$ cat src/hw/rtl/csd_pkg.sv
// shared types, constants and the color letter decode for the sprite decoder
package csd_pkg;

    // default parameter values
    localparam int COORD_WIDTH_DEF = 12;
    localparam int ADDR_WIDTH_DEF  = 24;

    // configuration register widths and port format
    localparam int ORIGIN_W    = 12;
    localparam int PITCH_W     = 13;
    localparam int CFG_DATA_W  = 13;
    localparam int CFG_INDEX_W = 2;
    localparam int CODE_W      = 8;
    localparam int COLOR_W     = 4;

    // configuration register indexes
    localparam logic [CFG_INDEX_W-1:0] REG_ORIGIN_X   = 2'd0;
    localparam logic [CFG_INDEX_W-1:0] REG_ORIGIN_Y   = 2'd1;
    localparam logic [CFG_INDEX_W-1:0] REG_LINE_PITCH = 2'd2;

    localparam logic [PITCH_W-1:0] PITCH_RESET = 13'd320;

    // sprite code characters
    localparam logic [CODE_W-1:0] CH_NUL   = 8'h00;
    localparam logic [CODE_W-1:0] CH_DOT   = 8'h2e;
    localparam logic [CODE_W-1:0] CH_STAR  = 8'h2a;
    localparam logic [CODE_W-1:0] CH_LO_R  = 8'h72;
    localparam logic [CODE_W-1:0] CH_LO_G  = 8'h67;
    localparam logic [CODE_W-1:0] CH_LO_Y  = 8'h79;
    localparam logic [CODE_W-1:0] CH_LO_B  = 8'h62;
    localparam logic [CODE_W-1:0] CH_LO_P  = 8'h70;
    localparam logic [CODE_W-1:0] CH_LO_L  = 8'h6c;
    localparam logic [CODE_W-1:0] CH_LO_W  = 8'h77;
    localparam logic [CODE_W-1:0] CH_DASH  = 8'h2d;
    localparam logic [CODE_W-1:0] CH_UP_R  = 8'h52;
    localparam logic [CODE_W-1:0] CH_UP_G  = 8'h47;
    localparam logic [CODE_W-1:0] CH_UP_Y  = 8'h59;
    localparam logic [CODE_W-1:0] CH_UP_B  = 8'h42;
    localparam logic [CODE_W-1:0] CH_UP_P  = 8'h50;
    localparam logic [CODE_W-1:0] CH_LO_S  = 8'h73;
    localparam logic [CODE_W-1:0] CH_EQUAL = 8'h3d;

    // configuration register set
    typedef struct packed {
        logic [ORIGIN_W-1:0] origin_x;
        logic [ORIGIN_W-1:0] origin_y;
        logic [PITCH_W-1:0]  line_pitch;
    } cfg_t;

    // per-word control carried from the decode stage to the address stage
    typedef struct packed {
        logic               write_pixel;
        logic [COLOR_W-1:0] color;
        logic               done;
    } pix_ctrl_t;

    // color letter lookup: bit 4 is the hit flag, bits 3:0 the palette index
    function automatic logic [COLOR_W:0] letter_color(input logic [CODE_W-1:0] ch);
        logic [COLOR_W:0] res;
        case (ch)
            CH_STAR:  res = {1'b1, 4'd0};
            CH_LO_R:  res = {1'b1, 4'd1};
            CH_LO_G:  res = {1'b1, 4'd2};
            CH_LO_Y:  res = {1'b1, 4'd3};
            CH_LO_B:  res = {1'b1, 4'd4};
            CH_LO_P:  res = {1'b1, 4'd5};
            CH_LO_L:  res = {1'b1, 4'd6};
            CH_LO_W:  res = {1'b1, 4'd7};
            CH_DASH:  res = {1'b1, 4'd8};
            CH_UP_R:  res = {1'b1, 4'd9};
            CH_UP_G:  res = {1'b1, 4'd10};
            CH_UP_Y:  res = {1'b1, 4'd11};
            CH_UP_B:  res = {1'b1, 4'd12};
            CH_UP_P:  res = {1'b1, 4'd13};
            CH_LO_S:  res = {1'b1, 4'd14};
            CH_EQUAL: res = {1'b1, 4'd15};
            default:  res = '0;
        endcase
        return res;
    endfunction

endpackage

$ cat src/hw/rtl/csd_cfg.sv
// configuration registers for origin and line pitch
module csd_cfg (
    input  logic                             clk,
    input  logic                             rst_n,
    input  logic                             cfg_write,
    input  logic [csd_pkg::CFG_INDEX_W-1:0]  cfg_index,
    input  logic [csd_pkg::CFG_DATA_W-1:0]   cfg_data,
    output csd_pkg::cfg_t                    cfg
);
    import csd_pkg::*;

    cfg_t cfg_reg;
    cfg_t cfg_next;

    // register write decode
    always_comb
    begin
        cfg_next = cfg_reg;
        if (cfg_write)
        begin
            case (cfg_index)
                REG_ORIGIN_X:   cfg_next.origin_x   = cfg_data[ORIGIN_W-1:0];
                REG_ORIGIN_Y:   cfg_next.origin_y   = cfg_data[ORIGIN_W-1:0];
                REG_LINE_PITCH: cfg_next.line_pitch = cfg_data[PITCH_W-1:0];
                default:        cfg_next = cfg_reg;
            endcase
        end
    end

    always_ff @(posedge clk or negedge rst_n)
    begin
        if (!rst_n)
        begin
            cfg_reg.origin_x   <= '0;
            cfg_reg.origin_y   <= '0;
            cfg_reg.line_pitch <= PITCH_RESET;
        end
        else
        begin
            cfg_reg <= cfg_next;
        end
    end

    assign cfg = cfg_reg;

endmodule

$ cat src/hw/rtl/csd_front.sv
// decode stage: line and column tracking, letter decode, input register
module csd_front #(
    parameter int COORD_WIDTH = csd_pkg::COORD_WIDTH_DEF
) (
    input  logic                                 clk,
    input  logic                                 rst_n,
    input  csd_pkg::cfg_t                        cfg,
    input  logic                                 in_valid,
    output logic                                 in_stall,
    input  logic [csd_pkg::CODE_W-1:0]           code_char,
    input  logic                                 advance,
    output logic                                 s1_valid,
    output csd_pkg::pix_ctrl_t                   s1_ctrl,
    output logic [((COORD_WIDTH > csd_pkg::ORIGIN_W) ? COORD_WIDTH
                   : csd_pkg::ORIGIN_W):0]       s1_row_sum,
    output logic [((COORD_WIDTH > csd_pkg::ORIGIN_W) ? COORD_WIDTH
                   : csd_pkg::ORIGIN_W):0]       s1_col_sum
);
    import csd_pkg::*;

    localparam int SUM_W = ((COORD_WIDTH > ORIGIN_W) ? COORD_WIDTH : ORIGIN_W) + 1;

    logic [COORD_WIDTH-1:0] line_reg, line_next;
    logic [COORD_WIDTH-1:0] column_reg, column_next;
    logic                   pending_reg, pending_next;
    logic                   s1_valid_reg, s1_valid_next;
    pix_ctrl_t              ctrl_reg, ctrl_next;
    logic [SUM_W-1:0]       row_sum_reg, row_sum_next;
    logic [SUM_W-1:0]       col_sum_reg, col_sum_next;
    logic [COLOR_W:0]       lookup;
    logic                   accept;

    // handshake: hold while the stage is full and cannot drain
    assign in_stall = s1_valid_reg && !advance;
    assign accept   = in_valid && !in_stall;

    assign lookup = letter_color(code_char);

    // next position state and the word's control
    always_comb
    begin
        line_next    = line_reg;
        column_next  = column_reg;
        pending_next = pending_reg;
        ctrl_next    = '0;
        if (code_char == CH_NUL)
        begin
            if (pending_reg)
            begin
                ctrl_next.done = 1'b1;
                line_next      = '0;
                column_next    = '0;
                pending_next   = 1'b0;
            end
            else
            begin
                line_next    = line_reg + 1'b1;
                column_next  = '0;
                pending_next = 1'b1;
            end
        end
        else
        begin
            // dot and unknown bytes only advance the column
            pending_next          = 1'b0;
            column_next           = column_reg + 1'b1;
            ctrl_next.write_pixel = lookup[COLOR_W];
            ctrl_next.color       = lookup[COLOR_W] ? lookup[COLOR_W-1:0] : '0;
        end
    end

    // row and column sums for the address stage, from the position before update
    assign row_sum_next = SUM_W'(cfg.origin_y) + SUM_W'(line_reg);
    assign col_sum_next = SUM_W'(cfg.origin_x) + SUM_W'(column_reg);

    // stage valid
    always_comb
    begin
        if (accept)
            s1_valid_next = 1'b1;
        else if (advance)
            s1_valid_next = 1'b0;
        else
            s1_valid_next = s1_valid_reg;
    end

    // control state
    always_ff @(posedge clk or negedge rst_n)
    begin
        if (!rst_n)
        begin
            line_reg     <= '0;
            column_reg   <= '0;
            pending_reg  <= 1'b0;
            s1_valid_reg <= 1'b0;
        end
        else
        begin
            s1_valid_reg <= s1_valid_next;
            if (accept)
            begin
                line_reg    <= line_next;
                column_reg  <= column_next;
                pending_reg <= pending_next;
            end
        end
    end

    // payload register
    always_ff @(posedge clk)
    begin
        if (accept)
        begin
            ctrl_reg    <= ctrl_next;
            row_sum_reg <= row_sum_next;
            col_sum_reg <= col_sum_next;
        end
    end

    assign s1_valid   = s1_valid_reg;
    assign s1_ctrl    = ctrl_reg;
    assign s1_row_sum = row_sum_reg;
    assign s1_col_sum = col_sum_reg;

endmodule

$ cat src/hw/rtl/csd_addr.sv
// address stage: row times pitch plus column, result register
module csd_addr #(
    parameter int COORD_WIDTH = csd_pkg::COORD_WIDTH_DEF,
    parameter int ADDR_WIDTH  = csd_pkg::ADDR_WIDTH_DEF
) (
    input  logic                                 clk,
    input  logic                                 rst_n,
    input  csd_pkg::cfg_t                        cfg,
    input  logic                                 s1_valid,
    input  csd_pkg::pix_ctrl_t                   s1_ctrl,
    input  logic [((COORD_WIDTH > csd_pkg::ORIGIN_W) ? COORD_WIDTH
                   : csd_pkg::ORIGIN_W):0]       s1_row_sum,
    input  logic [((COORD_WIDTH > csd_pkg::ORIGIN_W) ? COORD_WIDTH
                   : csd_pkg::ORIGIN_W):0]       s1_col_sum,
    output logic                                 advance,
    output logic                                 out_valid,
    input  logic                                 out_stall,
    output logic                                 write_pixel,
    output logic [ADDR_WIDTH-1:0]                pixel_addr,
    output logic [csd_pkg::COLOR_W-1:0]          pixel_color,
    output logic                                 picture_done
);
    import csd_pkg::*;

    localparam int SUM_W  = ((COORD_WIDTH > ORIGIN_W) ? COORD_WIDTH : ORIGIN_W) + 1;
    localparam int PROD_W = SUM_W + PITCH_W;
    localparam int FULL_W = ((ADDR_WIDTH > PROD_W) ? ADDR_WIDTH : PROD_W) + 1;

    logic                  out_valid_reg, out_valid_next;
    pix_ctrl_t             ctrl_reg;
    logic [ADDR_WIDTH-1:0] addr_reg, addr_next;
    logic [PROD_W-1:0]     product;
    logic [FULL_W-1:0]     full_sum;
    logic                  load;

    // output register frees when empty or being taken
    assign advance = !out_valid_reg || !out_stall;
    assign load    = s1_valid && advance;

    // row base times pitch, plus column, wrapped to the address width
    assign product   = PROD_W'(s1_row_sum) * PROD_W'(cfg.line_pitch);
    assign full_sum  = FULL_W'(product) + FULL_W'(s1_col_sum);
    assign addr_next = s1_ctrl.write_pixel ? full_sum[ADDR_WIDTH-1:0] : '0;

    assign out_valid_next = advance ? s1_valid : out_valid_reg;

    always_ff @(posedge clk or negedge rst_n)
    begin
        if (!rst_n)
            out_valid_reg <= 1'b0;
        else
            out_valid_reg <= out_valid_next;
    end

    // result payload
    always_ff @(posedge clk)
    begin
        if (load)
        begin
            ctrl_reg <= s1_ctrl;
            addr_reg <= addr_next;
        end
    end

    assign out_valid    = out_valid_reg;
    assign write_pixel  = ctrl_reg.write_pixel;
    assign pixel_addr   = addr_reg;
    assign pixel_color  = ctrl_reg.color;
    assign picture_done = ctrl_reg.done;

endmodule

$ cat src/hw/rtl/char_art_sprite_decoder.sv
// Character-art sprite decoder: takes one sprite code byte per word and returns one
// framebuffer write word per byte. Color letters write a palette index at
// (origin_y+line)*line_pitch+origin_x+column, '.' and unknown bytes only step the column,
// one NUL ends the line and a second NUL in a row ends the picture with picture_done.
// Throughput is one byte per clock when the output is not stalled; a byte goes through
// letter decode, position update and the row and column sums ahead of the input register,
// then the row-times-pitch multiply and add between it and the result register.
// A stalled output holds up to two words inside before in_stall rises.
// Write origin and pitch registers only while no words are in flight.
module char_art_sprite_decoder #(
    parameter int COORD_WIDTH = csd_pkg::COORD_WIDTH_DEF,
    parameter int ADDR_WIDTH  = csd_pkg::ADDR_WIDTH_DEF
) (
    input  logic                             clk,
    input  logic                             rst_n,
    input  logic                             cfg_write,
    input  logic [csd_pkg::CFG_INDEX_W-1:0]  cfg_index,
    input  logic [csd_pkg::CFG_DATA_W-1:0]   cfg_data,
    input  logic                             in_valid,
    output logic                             in_stall,
    input  logic [csd_pkg::CODE_W-1:0]       code_char,
    output logic                             out_valid,
    input  logic                             out_stall,
    output logic                             write_pixel,
    output logic [ADDR_WIDTH-1:0]            pixel_addr,
    output logic [csd_pkg::COLOR_W-1:0]      pixel_color,
    output logic                             picture_done
);
    import csd_pkg::*;

    localparam int SUM_W = ((COORD_WIDTH > ORIGIN_W) ? COORD_WIDTH : ORIGIN_W) + 1;

    cfg_t             cfg;
    logic             advance;
    logic             s1_valid;
    pix_ctrl_t        s1_ctrl;
    logic [SUM_W-1:0] s1_row_sum;
    logic [SUM_W-1:0] s1_col_sum;

    // configuration registers
    csd_cfg u_cfg (
        .clk       (clk),
        .rst_n     (rst_n),
        .cfg_write (cfg_write),
        .cfg_index (cfg_index),
        .cfg_data  (cfg_data),
        .cfg       (cfg)
    );

    // decode and position stage
    csd_front #(
        .COORD_WIDTH (COORD_WIDTH)
    ) u_front (
        .clk        (clk),
        .rst_n      (rst_n),
        .cfg        (cfg),
        .in_valid   (in_valid),
        .in_stall   (in_stall),
        .code_char  (code_char),
        .advance    (advance),
        .s1_valid   (s1_valid),
        .s1_ctrl    (s1_ctrl),
        .s1_row_sum (s1_row_sum),
        .s1_col_sum (s1_col_sum)
    );

    // address and result stage
    csd_addr #(
        .COORD_WIDTH (COORD_WIDTH),
        .ADDR_WIDTH  (ADDR_WIDTH)
    ) u_addr (
        .clk          (clk),
        .rst_n        (rst_n),
        .cfg          (cfg),
        .s1_valid     (s1_valid),
        .s1_ctrl      (s1_ctrl),
        .s1_row_sum   (s1_row_sum),
        .s1_col_sum   (s1_col_sum),
        .advance      (advance),
        .out_valid    (out_valid),
        .out_stall    (out_stall),
        .write_pixel  (write_pixel),
        .pixel_addr   (pixel_addr),
        .pixel_color  (pixel_color),
        .picture_done (picture_done)
    );

endmodule

$ cat config.mk
export PLATFORM = sky130hd
export DESIGN_NAME = char_art_sprite_decoder
export DESIGN_NICKNAME = d
export VERILOG_FILES = /design/src/hw/rtl/csd_pkg.sv /design/src/hw/rtl/csd_cfg.sv /design/src/hw/rtl/csd_front.sv /design/src/hw/rtl/csd_addr.sv /design/src/hw/rtl/char_art_sprite_decoder.sv
export SDC_FILE = /design/constraint.sdc
export NUM_CORES = 1
export LEC_CHECK = 0
export BUFFER_PORTS_ARGS = -buffer_cell sky130_fd_sc_hd__buf_2
export CAP_MARGIN = 25
export CORE_MARGIN = 2
export CORE_UTILIZATION = 57
export CTS_CLUSTER_DIAMETER = 60
export CTS_CLUSTER_SIZE = 25
export DETAILED_ROUTE_END_ITERATION = 8
export GPL_ROUTABILITY_DRIVEN = 0
export PLACE_DENSITY = 0.78
export SLEW_MARGIN = 15
export SYNTH_ARGS = -nofsm -noshare
export SYNTH_HDL_FRONTEND = slang
export SYNTH_SLANG_ARGS = --single-unit
$ cat constraint.sdc
create_clock -name clk -period 5.9 [get_ports clk]
set_input_delay 0.59 -clock clk [delete_from_list [all_inputs] [get_ports clk]]
set_output_delay 0.59 -clock clk [all_outputs]
set_load 0.02 [all_outputs]
==> impl_metrics.toml, run 1 <==
[floorplanning]
die_height_um = 150
rows = 53
die_area_um2 = 22500
initial_core_util_pct = 57.9
core_area_um2 = 21000
die_w_um = 150
io_pins = 60

[sta]
finalClockSkew_ns = 0.0164
period_minus_slack_ns = 5.72
hold_violations = 0
timing.final.setup_violations = 0
max_slew_margin_pct = 45.2
timing.fmax_mhz = 175
slew_violations = 0
finalCritPeriodShare_pct = 96.9
worst_slew_pin_slew_ns = 0.822

[outcome]
status = "completed"

[cts]
clkTransAtPathRegs_ns = 0.06
cts_buffers = 17
cts_tree = "done"
hold_buffers = 0
clk_latency_ns = 0.43
htree_levels = 4
clock_sinks = 126
clockRootBuffer = "clkbuf_16"
clockBufferDepth = 2

[finish]
mostFrequentLayoutCell = "inv_1"
largest_reg_flops = 37
syn_to_final_growth_pct = 11.7
mostFrequentLayoutCells = "172 x inv_1, 136 x nand2_1, 131 x fa_1"
fillers = 1634
layout.nets = 1541
drive_above_1_share_pct = 14.9
final_util_pct = 64.7
antenna_cells = 0

[global_routing]
grt_pass1_wl_um = 43900
antenna_found_initial = 0
overflow = 0
grt_max_degree = 65
grt_pass1_vias = 9017
track_usage_pct = 25.0

[synthesis]
async_flop_share_pct = 50.8
avgSynthCellArea_um2 = 10.1
ys_warn_count = 0
syn_nets = 1470
synth_cell_types = 73
synth_top_area_share_pct = 21.6
synthCells = 1206
synth-edff-count = 62
syn_area_um2 = 12100
synth_seq_area_share_pct = 28.5
yosysTopAreaCell = "fa_1"
ys_seq_elements = 126
ys.flop_type = "edfxtp_1"
synthTopCellsByArea = "fa_1 22%, edfxtp_1 15%, dfrtp_1 13%, ha_1 11%, inv_1 5.3%"

[placement]
dp_hpwl_um = 20100
port_buffers = 59

[worst_setup_path]
cp.arrival_ns = 5.89
cp-start-kind = "register"
cp_max_fo = 11
worstPathRequired_ns = 6.07
crit_path_end_kind = "register"
crit_type = "reg2reg"

[drt]
ant_nets = 0
drc = 0
wirelength_um = 26200
drt_iter0_markers = 430
viasPerCell = 5.56
routedWlPerCell_um = 16.7
dr.pass1.iters = 6
num_vias = 8709

[job]
max_cap_violations = 0

[min_path]
hp-class = "in2async"
==> cell type report <==
class | instances | area (um2) | area share (%)
Sequential cell | 126 | 3470 | 25.6
Timing Repair Buffer | 91 | 556 | 4.10
Clock buffer | 22 | 507 | 3.74
Clock inverter | 10 | 96.3 | 0.710
Tap cell | 275 | 344 | 2.54
Multi-Input combinational cell | 869 | 7950 | 58.6
Inverter | 172 | 646 | 4.76
==> cell usage after synthesis (5+ instances only) <==
cell and number:
nand4_1 6, o211ai_1 6, nor2b_1 6, or3_1 9, a31oi_1 8, nand2_1 136
and2_1 98, nor2_1 56, nand3b_1 5, nand2b_1 12, dfrtp_1 62, inv_1 172
edfxtp_1 62, xor2_1 15, a21oi_1 33, nor3_1 22, o2111ai_1 5, nand3_1 18
o21ai_0 31, clkbuf_1 32, mux2i_1 5, o21a_1 20, xnor2_1 24, a21o_1 11
mux2_2 39, ha_1 105, fa_1 131, and3_1 7
==> worst max-delay path, cell delays in order, from the launching register on <==
cell       delay, ns
edfxtp_1        0.43
buf_4           0.21
and2_1          0.17
fa_1            0.49
inv_1           0.05
fa_1            0.48
inv_1           0.06
fa_1            0.48
fa_1            0.51
fa_1            0.49
inv_1           0.05
fa_1            0.47
inv_1           0.04
ha_1            0.35
and2_2          0.23
and3_1          0.18
o2111ai_1       0.23
a41oi_2         0.31
o21ai_1         0.10
mux2i_1         0.13
==> cell families after synthesis <==
family | share of synthesized area [%]
DFF | 28.5
buffers and inverters | 6.67
xor gates and xnor gates | 2.81
and+or+nand+nor | 16.5
muxes | 4.03
adders and majority gates | 32.4
AOI/OAI and AO/OA | 9.01
==> routing by layer <==
metal  part of all wire, %  up-vias  track usage, %
met1                    44     4284            32.5
met4                   2.6        0            9.10
met2                    49      226            41.7
met3                   5.0       59            5.24
met5                     0        -               0
li1                      -     4140               -
==> final timing paths <==
kind / start / endpoint / slack (ns) / cells past startpoint
min in group clk: in_valid / u_front.s1_valid$_DFFE_PN0P_ / 0.42 / 2
hold / removal: rst_n / u_front.line_reg[9]$_DFFE_PN0P_ / 0.34 / 2
setup reg to reg: u_front.s1_row_sum[8]$_DFFE_PP_ / u_addr.pixel_addr[22]$_SDFFCE_PN0P_ / 0.18 / 19
setup / recovery: u_front.s1_row_sum[8]$_DFFE_PP_ / u_addr.pixel_addr[22]$_SDFFCE_PN0P_ / 0.18 / 19
hold reg to reg: u_front.s1_ctrl[1]$_SDFFCE_PP0P_ / u_addr.pixel_color[0]$_DFFE_PP_ / 0.42 / 0
max in group asynchronous: rst_n / u_cfg.cfg[2]$_DFFE_PN0P_ / 4.97 / 2
==> repair_timing <==
| action | in CTS | in global routing |
|---|---|---|
| hold endpoints to repair | 0 | 0 |
| setup endpoints to repair | 0 | 5 |
| buffers inserted | 0 | 4 |
| resized for setup | 0 | 14 |
==> through the flow <==
stage / area [um2] / setup TNS, ns / setup slack [ns] / instances / hold slack, ns
2_1_floorplan: 12100 / 0 / 0.345 / 1206 / 0.294
3_3_place_gp: 12800 / 0 / 0.243 / 1528 / 0.401
3_5_place_dp: 12800 / 0 / 0.142 / 1528 / 0.406
4_1_cts: 13400 / 0 / 0.124 / 1560 / 0.359
5_1_grt: 13600 / -0.00262 / -0.00262 / 1565 / 0.410
6_report: 13600 / 0 / 0.181 / 1565 / 0.337
Power of run 1 is left out: the tool's default activity adds up to more than one toggle a clock period on the data nets, which glitch-free logic cannot reach.
==> inputs of run 2 (changes only) <==
--- a/config.mk
+++ b/config.mk
@@ -6,13 +6,14 @@
 export NUM_CORES = 1
 export LEC_CHECK = 0
+export ABC_AREA = 1
 export BUFFER_PORTS_ARGS = -buffer_cell sky130_fd_sc_hd__buf_2
 export CAP_MARGIN = 25
 export CORE_MARGIN = 2
-export CORE_UTILIZATION = 57
+export CORE_UTILIZATION = 58
 export CTS_CLUSTER_DIAMETER = 60
 export CTS_CLUSTER_SIZE = 25
 export DETAILED_ROUTE_END_ITERATION = 8
 export GPL_ROUTABILITY_DRIVEN = 0
-export PLACE_DENSITY = 0.78
+export PLACE_DENSITY = 0.79
 export SLEW_MARGIN = 15
 export SYNTH_ARGS = -nofsm -noshare
==> constraint.sdc (replaced) <==
create_clock -name clk -period 5.9 [get_ports clk]
set_input_delay 0.59 -clock clk [delete_from_list [all_inputs] [get_ports clk]]
set_output_delay 0.59 -clock clk [all_outputs]
set_load 0.005 [all_outputs]
==> impl_metrics.toml, run 2 <==
[outcome]
status = "completed"

[sta]
finalCritPeriodShare_pct = 93.8
timing.final.setup_violations = 0
slew_violations = 0
timing.fmax_mhz = 181
max_slew_margin_pct = 43.5
fin_ws_ns = 0.363
grt_setup_unrepaired = "no"
finalClockSkew_ns = 0.00753
period_minus_slack_ns = 5.54
hold_violations = 0
final.setup.tns_ns = 0
worst_slew_pin_slew_ns = 0.847

[global_routing]
grt_max_degree = 65
track_usage_pct = 26.4
antenna_found_initial = 0
overflow = 0
grt_pass1_vias = 10100
grt_pass1_wl_um = 47100

[synthesis]
ys.flop_type = "edfxtp_1"
yosysTopAreaCell = "fa_1"
syn_area_um2 = 12600
ys_warn_count = 0
avgSynthCellArea_um2 = 7.87
synthTopCellsByArea = "fa_1 21%, edfxtp_1 15%, nand2_1 14%, dfrtp_1 12%, inv_1 11%"
synth-edff-count = 62
synthCells = 1606
synth_cell_types = 41
synth_seq_area_share_pct = 27.4
yosysMostFrequentCell = "nand2_1"
ys_seq_elements = 126
yosys-top-cells-count = "469 x nand2_1, 382 x inv_1, 131 x fa_1"
synth_top_area_share_pct = 20.7
async_flop_share_pct = 50.8
syn_nets = 1870

[worst_setup_path]
cp_max_fo = 11
cp-start-kind = "register"
r2r_slack_ns = 0.36
r2r_end = "u_addr.pixel_addr[23]$_SDFFCE_PN0P_"
cp-endpoint = "u_addr.pixel_addr[23]$_SDFFCE_PN0P_"
cp.arrival_ns = 5.72
crit_start = "u_front.s1_row_sum[7]$_DFFE_PP_"
crit_type = "reg2reg"
worstReg2RegStart = "u_front.s1_row_sum[7]$_DFFE_PP_"
crit_path_end_kind = "register"
worstPathRequired_ns = 6.08
ff2ff_path_depth = 24

[drt]
viasPerCell = 5.25
wirelength_um = 28400
drt_iter0_markers = 677
num_vias = 10300
drc = 0
ant_nets = 0
dr.pass1.iters = 6
routedWlPerCell_um = 14.5

[cts]
clock_sinks = 126
htree_levels = 4
clkTransAtPathRegs_ns = 0.06
cts_tree = "done"
clockRootBuffer = "clkbuf_16"
clockBufferDepth = 2
clk_latency_ns = 0.42
cts_buffers = 17

[placement]
dp_slack_ns = 0.309
port_buffers = 59
dp_hpwl_um = 22500

[floorplanning]
die_height_um = 152
rows = 54
die_w_um = 152
core_area_um2 = 21600
io_pins = 60
initial_core_util_pct = 58.5
die_area_um2 = 23000

[finish]
fillers = 1747
antenna_cells = 0
mostFrequentLayoutCells = "469 x nand2_1, 382 x inv_1, 131 x fa_1"
largest_reg_flops = 37
syn_to_final_growth_pct = 9.74
seqCellArea_um2 = 3470
drive_above_1_share_pct = 7.27
mostFrequentLayoutCell = "nand2_1"
multi_input_area_um2 = 7600
layout.nets = 1929

[job]
max_cap_violations = 0

[min_path]
hp-class = "in2async"
## run 2: changes by cell type after synthesis, moves of 9 or more
cell      previous run  this run
o21ai_0             31        62
mux2_2              39         1
nand2b_1            12         0
a21oi_1             33        49
or3_1                9         0
nor3_1              22        12
nand3_1             18        59
inv_1              172       382
and2_1              98         2
xnor2_1             24        10
nand2_1            136       469
nor2_1              56        95
o21a_1              20         4
## run 2: stage by stage
stage | std cells | utilization, % | area, um2 | hold WS [ns]
global placement | 1924 | 61.3 | 13300 | 0.402
global route | 1958 | 64.2 | 13900 | 0.396
floorplan | 1606 | - | 12600 | 0.294
detailed placement | 1924 | 61.3 | 13300 | 0.405
finish | 1958 | 64.2 | 13900 | 0.339
CTS | 1956 | 64.1 | 13900 | 0.352
## run 2: area by class of cell
cell class / instances / share of cell area, %
Clock buffer: 21 / 3.40
Timing Repair Buffer: 75 / 2.99
Sequential cell: 126 / 25.0
Inverter: 386 / 10.4
Tap cell: 280 / 2.52
Clock inverter: 11 / 0.920
Multi-Input combinational cell: 1059 / 54.7
## run 2: repair_timing
item,4_1_cts,5_1_grt
endpoints found under the hold margin,0,0
buffers inserted,0,2
resized for setup,0,1
hold buffers,0,0
setup endpoints to repair,0,1
## run 2: how the worst min path moves through the flow
stage,end,slack (ns),cells past startpoint
floorplan,u_addr.out_valid$_DFFE_PN0N_,0.29,0
global placement,u_addr.pixel_color[0]$_DFFE_PP_,0.40,0
detailed placement,u_addr.pixel_color[0]$_DFFE_PP_,0.41,0
CTS,u_front.line_reg[11]$_DFFE_PN0P_,0.35,2
global route,u_front.line_reg[7]$_DFFE_PN0P_,0.40,2
finish,u_front.line_reg[11]$_DFFE_PN0P_,0.34,2
## run 2: cells by family after synthesis
kind of cell	after synthesis	synth area share (%)
xor gates and xnor gates	27	1.87
AOI/OAI and AO/OA	140	6.07
and+or+nand+nor	655	20.9
muxes	1	0.0890
buffers and inverters	421	12.6
adders and majority gates	236	31.1
DFF	126	27.4
## run 2: critical path, stage by stage (launching register included)
cell      delay, ns
edfxtp_1       0.56
nand2_1        0.12
inv_1          0.06
fa_1           0.53
inv_1          0.05
fa_1           0.47
inv_1          0.05
fa_1           0.49
inv_1          0.06
fa_1           0.53
inv_1          0.05
fa_1           0.47
inv_1          0.05
fa_1           0.49
inv_1          0.04
ha_1           0.34
nand2_1        0.12
nor2_1         0.28
nand2_1        0.10
nor2_1         0.10
nand2_1        0.06
nand3_1        0.11
nand2_1        0.06
nand2_1        0.05
nor2_1         0.05
## run 2: layer usage
metal / wire length [um] / GRT usage, %
met5: 0 / 0
met4: 1120 / 11.7
met3: 2090 / 4.94
met2: 13500 / 43.3
met1: 11800 / 34.3
Power of run 2 is left out for the same reason.
==> inputs of run 3 (changes only) <==
CORE_ASPECT_RATIO = 2   (was default)
==> impl_metrics.toml, run 3 (synthesized netlist as in run 2, its figures left out) <==
[sta]
worst_slew_pin_slew_ns = 0.876
finalClockSkew_ns = 0.00826
slew_violations = 0
grt_setup_unrepaired = "no"
timing.final.setup_violations = 0
timing.fmax_mhz = 177
finalCritPeriodShare_pct = 95.8
hold_violations = 0
max_slew_margin_pct = 41.6
period_minus_slack_ns = 5.65
final.setup.tns_ns = 0

[cts]
clk_latency_ns = 0.43
clock_sinks = 126
clkTransAtPathRegs_ns = 0.06
cts_tree = "done"
cts_buffers = 17
htree_levels = 4
clockBufferDepth = 2
clockRootBuffer = "clkbuf_16"

[finish]
syn_to_final_growth_pct = 9.77
mostFrequentLayoutCell = "nand2_1"
mostFrequentLayoutCells = "469 x nand2_1, 382 x inv_1, 131 x fa_1"
drive_above_1_share_pct = 7.72
layout.nets = 1934
largest_reg_flops = 37
antenna_cells = 0

[worst_setup_path]
cp_max_fo = 9
cp-start-kind = "register"
crit_path_end_kind = "register"
ff2ff_path_depth = 23
worstPathRequired_ns = 6.09
cp.arrival_ns = 5.85
crit_type = "reg2reg"

[placement]
port_buffers = 59
dp_hpwl_um = 24600

[global_routing]
overflow = 0
track_usage_pct = 28.6
grt_pass1_wl_um = 50400
antenna_found_initial = 0
grt_max_degree = 65
grt_pass1_vias = 11200

[outcome]
status = "completed"

[floorplanning]
core_area_um2 = 21500
die_w_um = 108
initial_core_util_pct = 58.8
die_area_um2 = 23100
rows = 76
die_height_um = 213
io_pins = 60

[drt]
drc = 0
num_vias = 10600
viasPerCell = 5.43
routedWlPerCell_um = 15.8
drt_iter0_markers = 517
wirelength_um = 31000
ant_nets = 0
dr.pass1.iters = 5

[min_path]
hp-class = "in2async"

[job]
max_cap_violations = 0
run 3: timing repair:
action,CTS,global route
hold buffers,0,0
setup buffers,0,7
setup endpoints to repair,0,1
resized for setup,0,3
run 3: cell type report:
class                           count  area, um2
Clock buffer                       19        443
Fill cell                        1829       7610
Tap cell                          273        342
Timing Repair Buffer               80        453
Sequential cell                   126       3470
Clock inverter                     13        128
Multi-Input combinational cell   1059       7600
Inverter                          386       1450
run 3: worst paths after layout:
| path | start | slack [ns] | end |
|---|---|---|---|
| max | u_front.s1_row_sum[5]$_DFFE_PP_ | 0.25 | u_addr.pixel_addr[20]$_SDFFCE_PN0P_ |
| min | rst_n | 0.31 | u_front.column_reg[3]$_DFFE_PN0P_ |
| max reg2reg | u_front.s1_row_sum[5]$_DFFE_PP_ | 0.25 | u_addr.pixel_addr[20]$_SDFFCE_PN0P_ |
| min reg2reg | u_front.s1_ctrl[3]$_SDFFCE_PP0P_ | 0.42 | u_addr.pixel_color[2]$_DFFE_PP_ |
| max in group asynchronous | rst_n | 4.99 | u_cfg.cfg[5]$_DFFE_PN0P_ |
| min in group clk | out_stall | 0.37 | u_addr.out_valid$_DFFE_PN0N_ |
run 3: worst max-delay path, stage by stage, from the launching register on:
cell and delay, ns:
edfxtp_1 0.48, buf_4 0.23, nand2_1 0.08, inv_1 0.06, fa_1 0.55, inv_1 0.06, fa_1 0.53, inv_1 0.05
fa_1 0.53, fa_1 0.44, fa_1 0.49, inv_1 0.05, fa_1 0.47, inv_1 0.04, ha_1 0.33, nand2_1 0.10
inv_1 0.10, nand2_1 0.11, nor2_1 0.17, nand3_1 0.10, nand3_1 0.23, nand2_1 0.08, nand2_1 0.07, nor2_1 0.05
run 3: per-stage QoR:
stage                     instance area, um2  std cells  setup WS, ns  utilization [%]  hold slack [ns]
after floorplan                        12600       1606         0.634                -            0.294
after global placement                 13300       1917         0.441             61.7            0.402
after detailed placement               13300       1917         0.330             61.7            0.405
after CTS                              13800       1949         0.320             64.3            0.357
after global routing                   13900       1956        0.0511             64.6            0.407
final                                  13900       1956         0.247             64.6            0.315
run 3: per-layer routing:
metal	wire, um	part of all wire (%)	vias to the layer above	global-route usage, %
li1	-	-	4982	-
met4	2880	9.3	0	23.3
met1	10400	33	5026	26.8
met5	0	0	-	0
met3	1340	4.3	199	4.21
met2	16400	53	409	53.0
Power of run 3 is left out for the same reason.
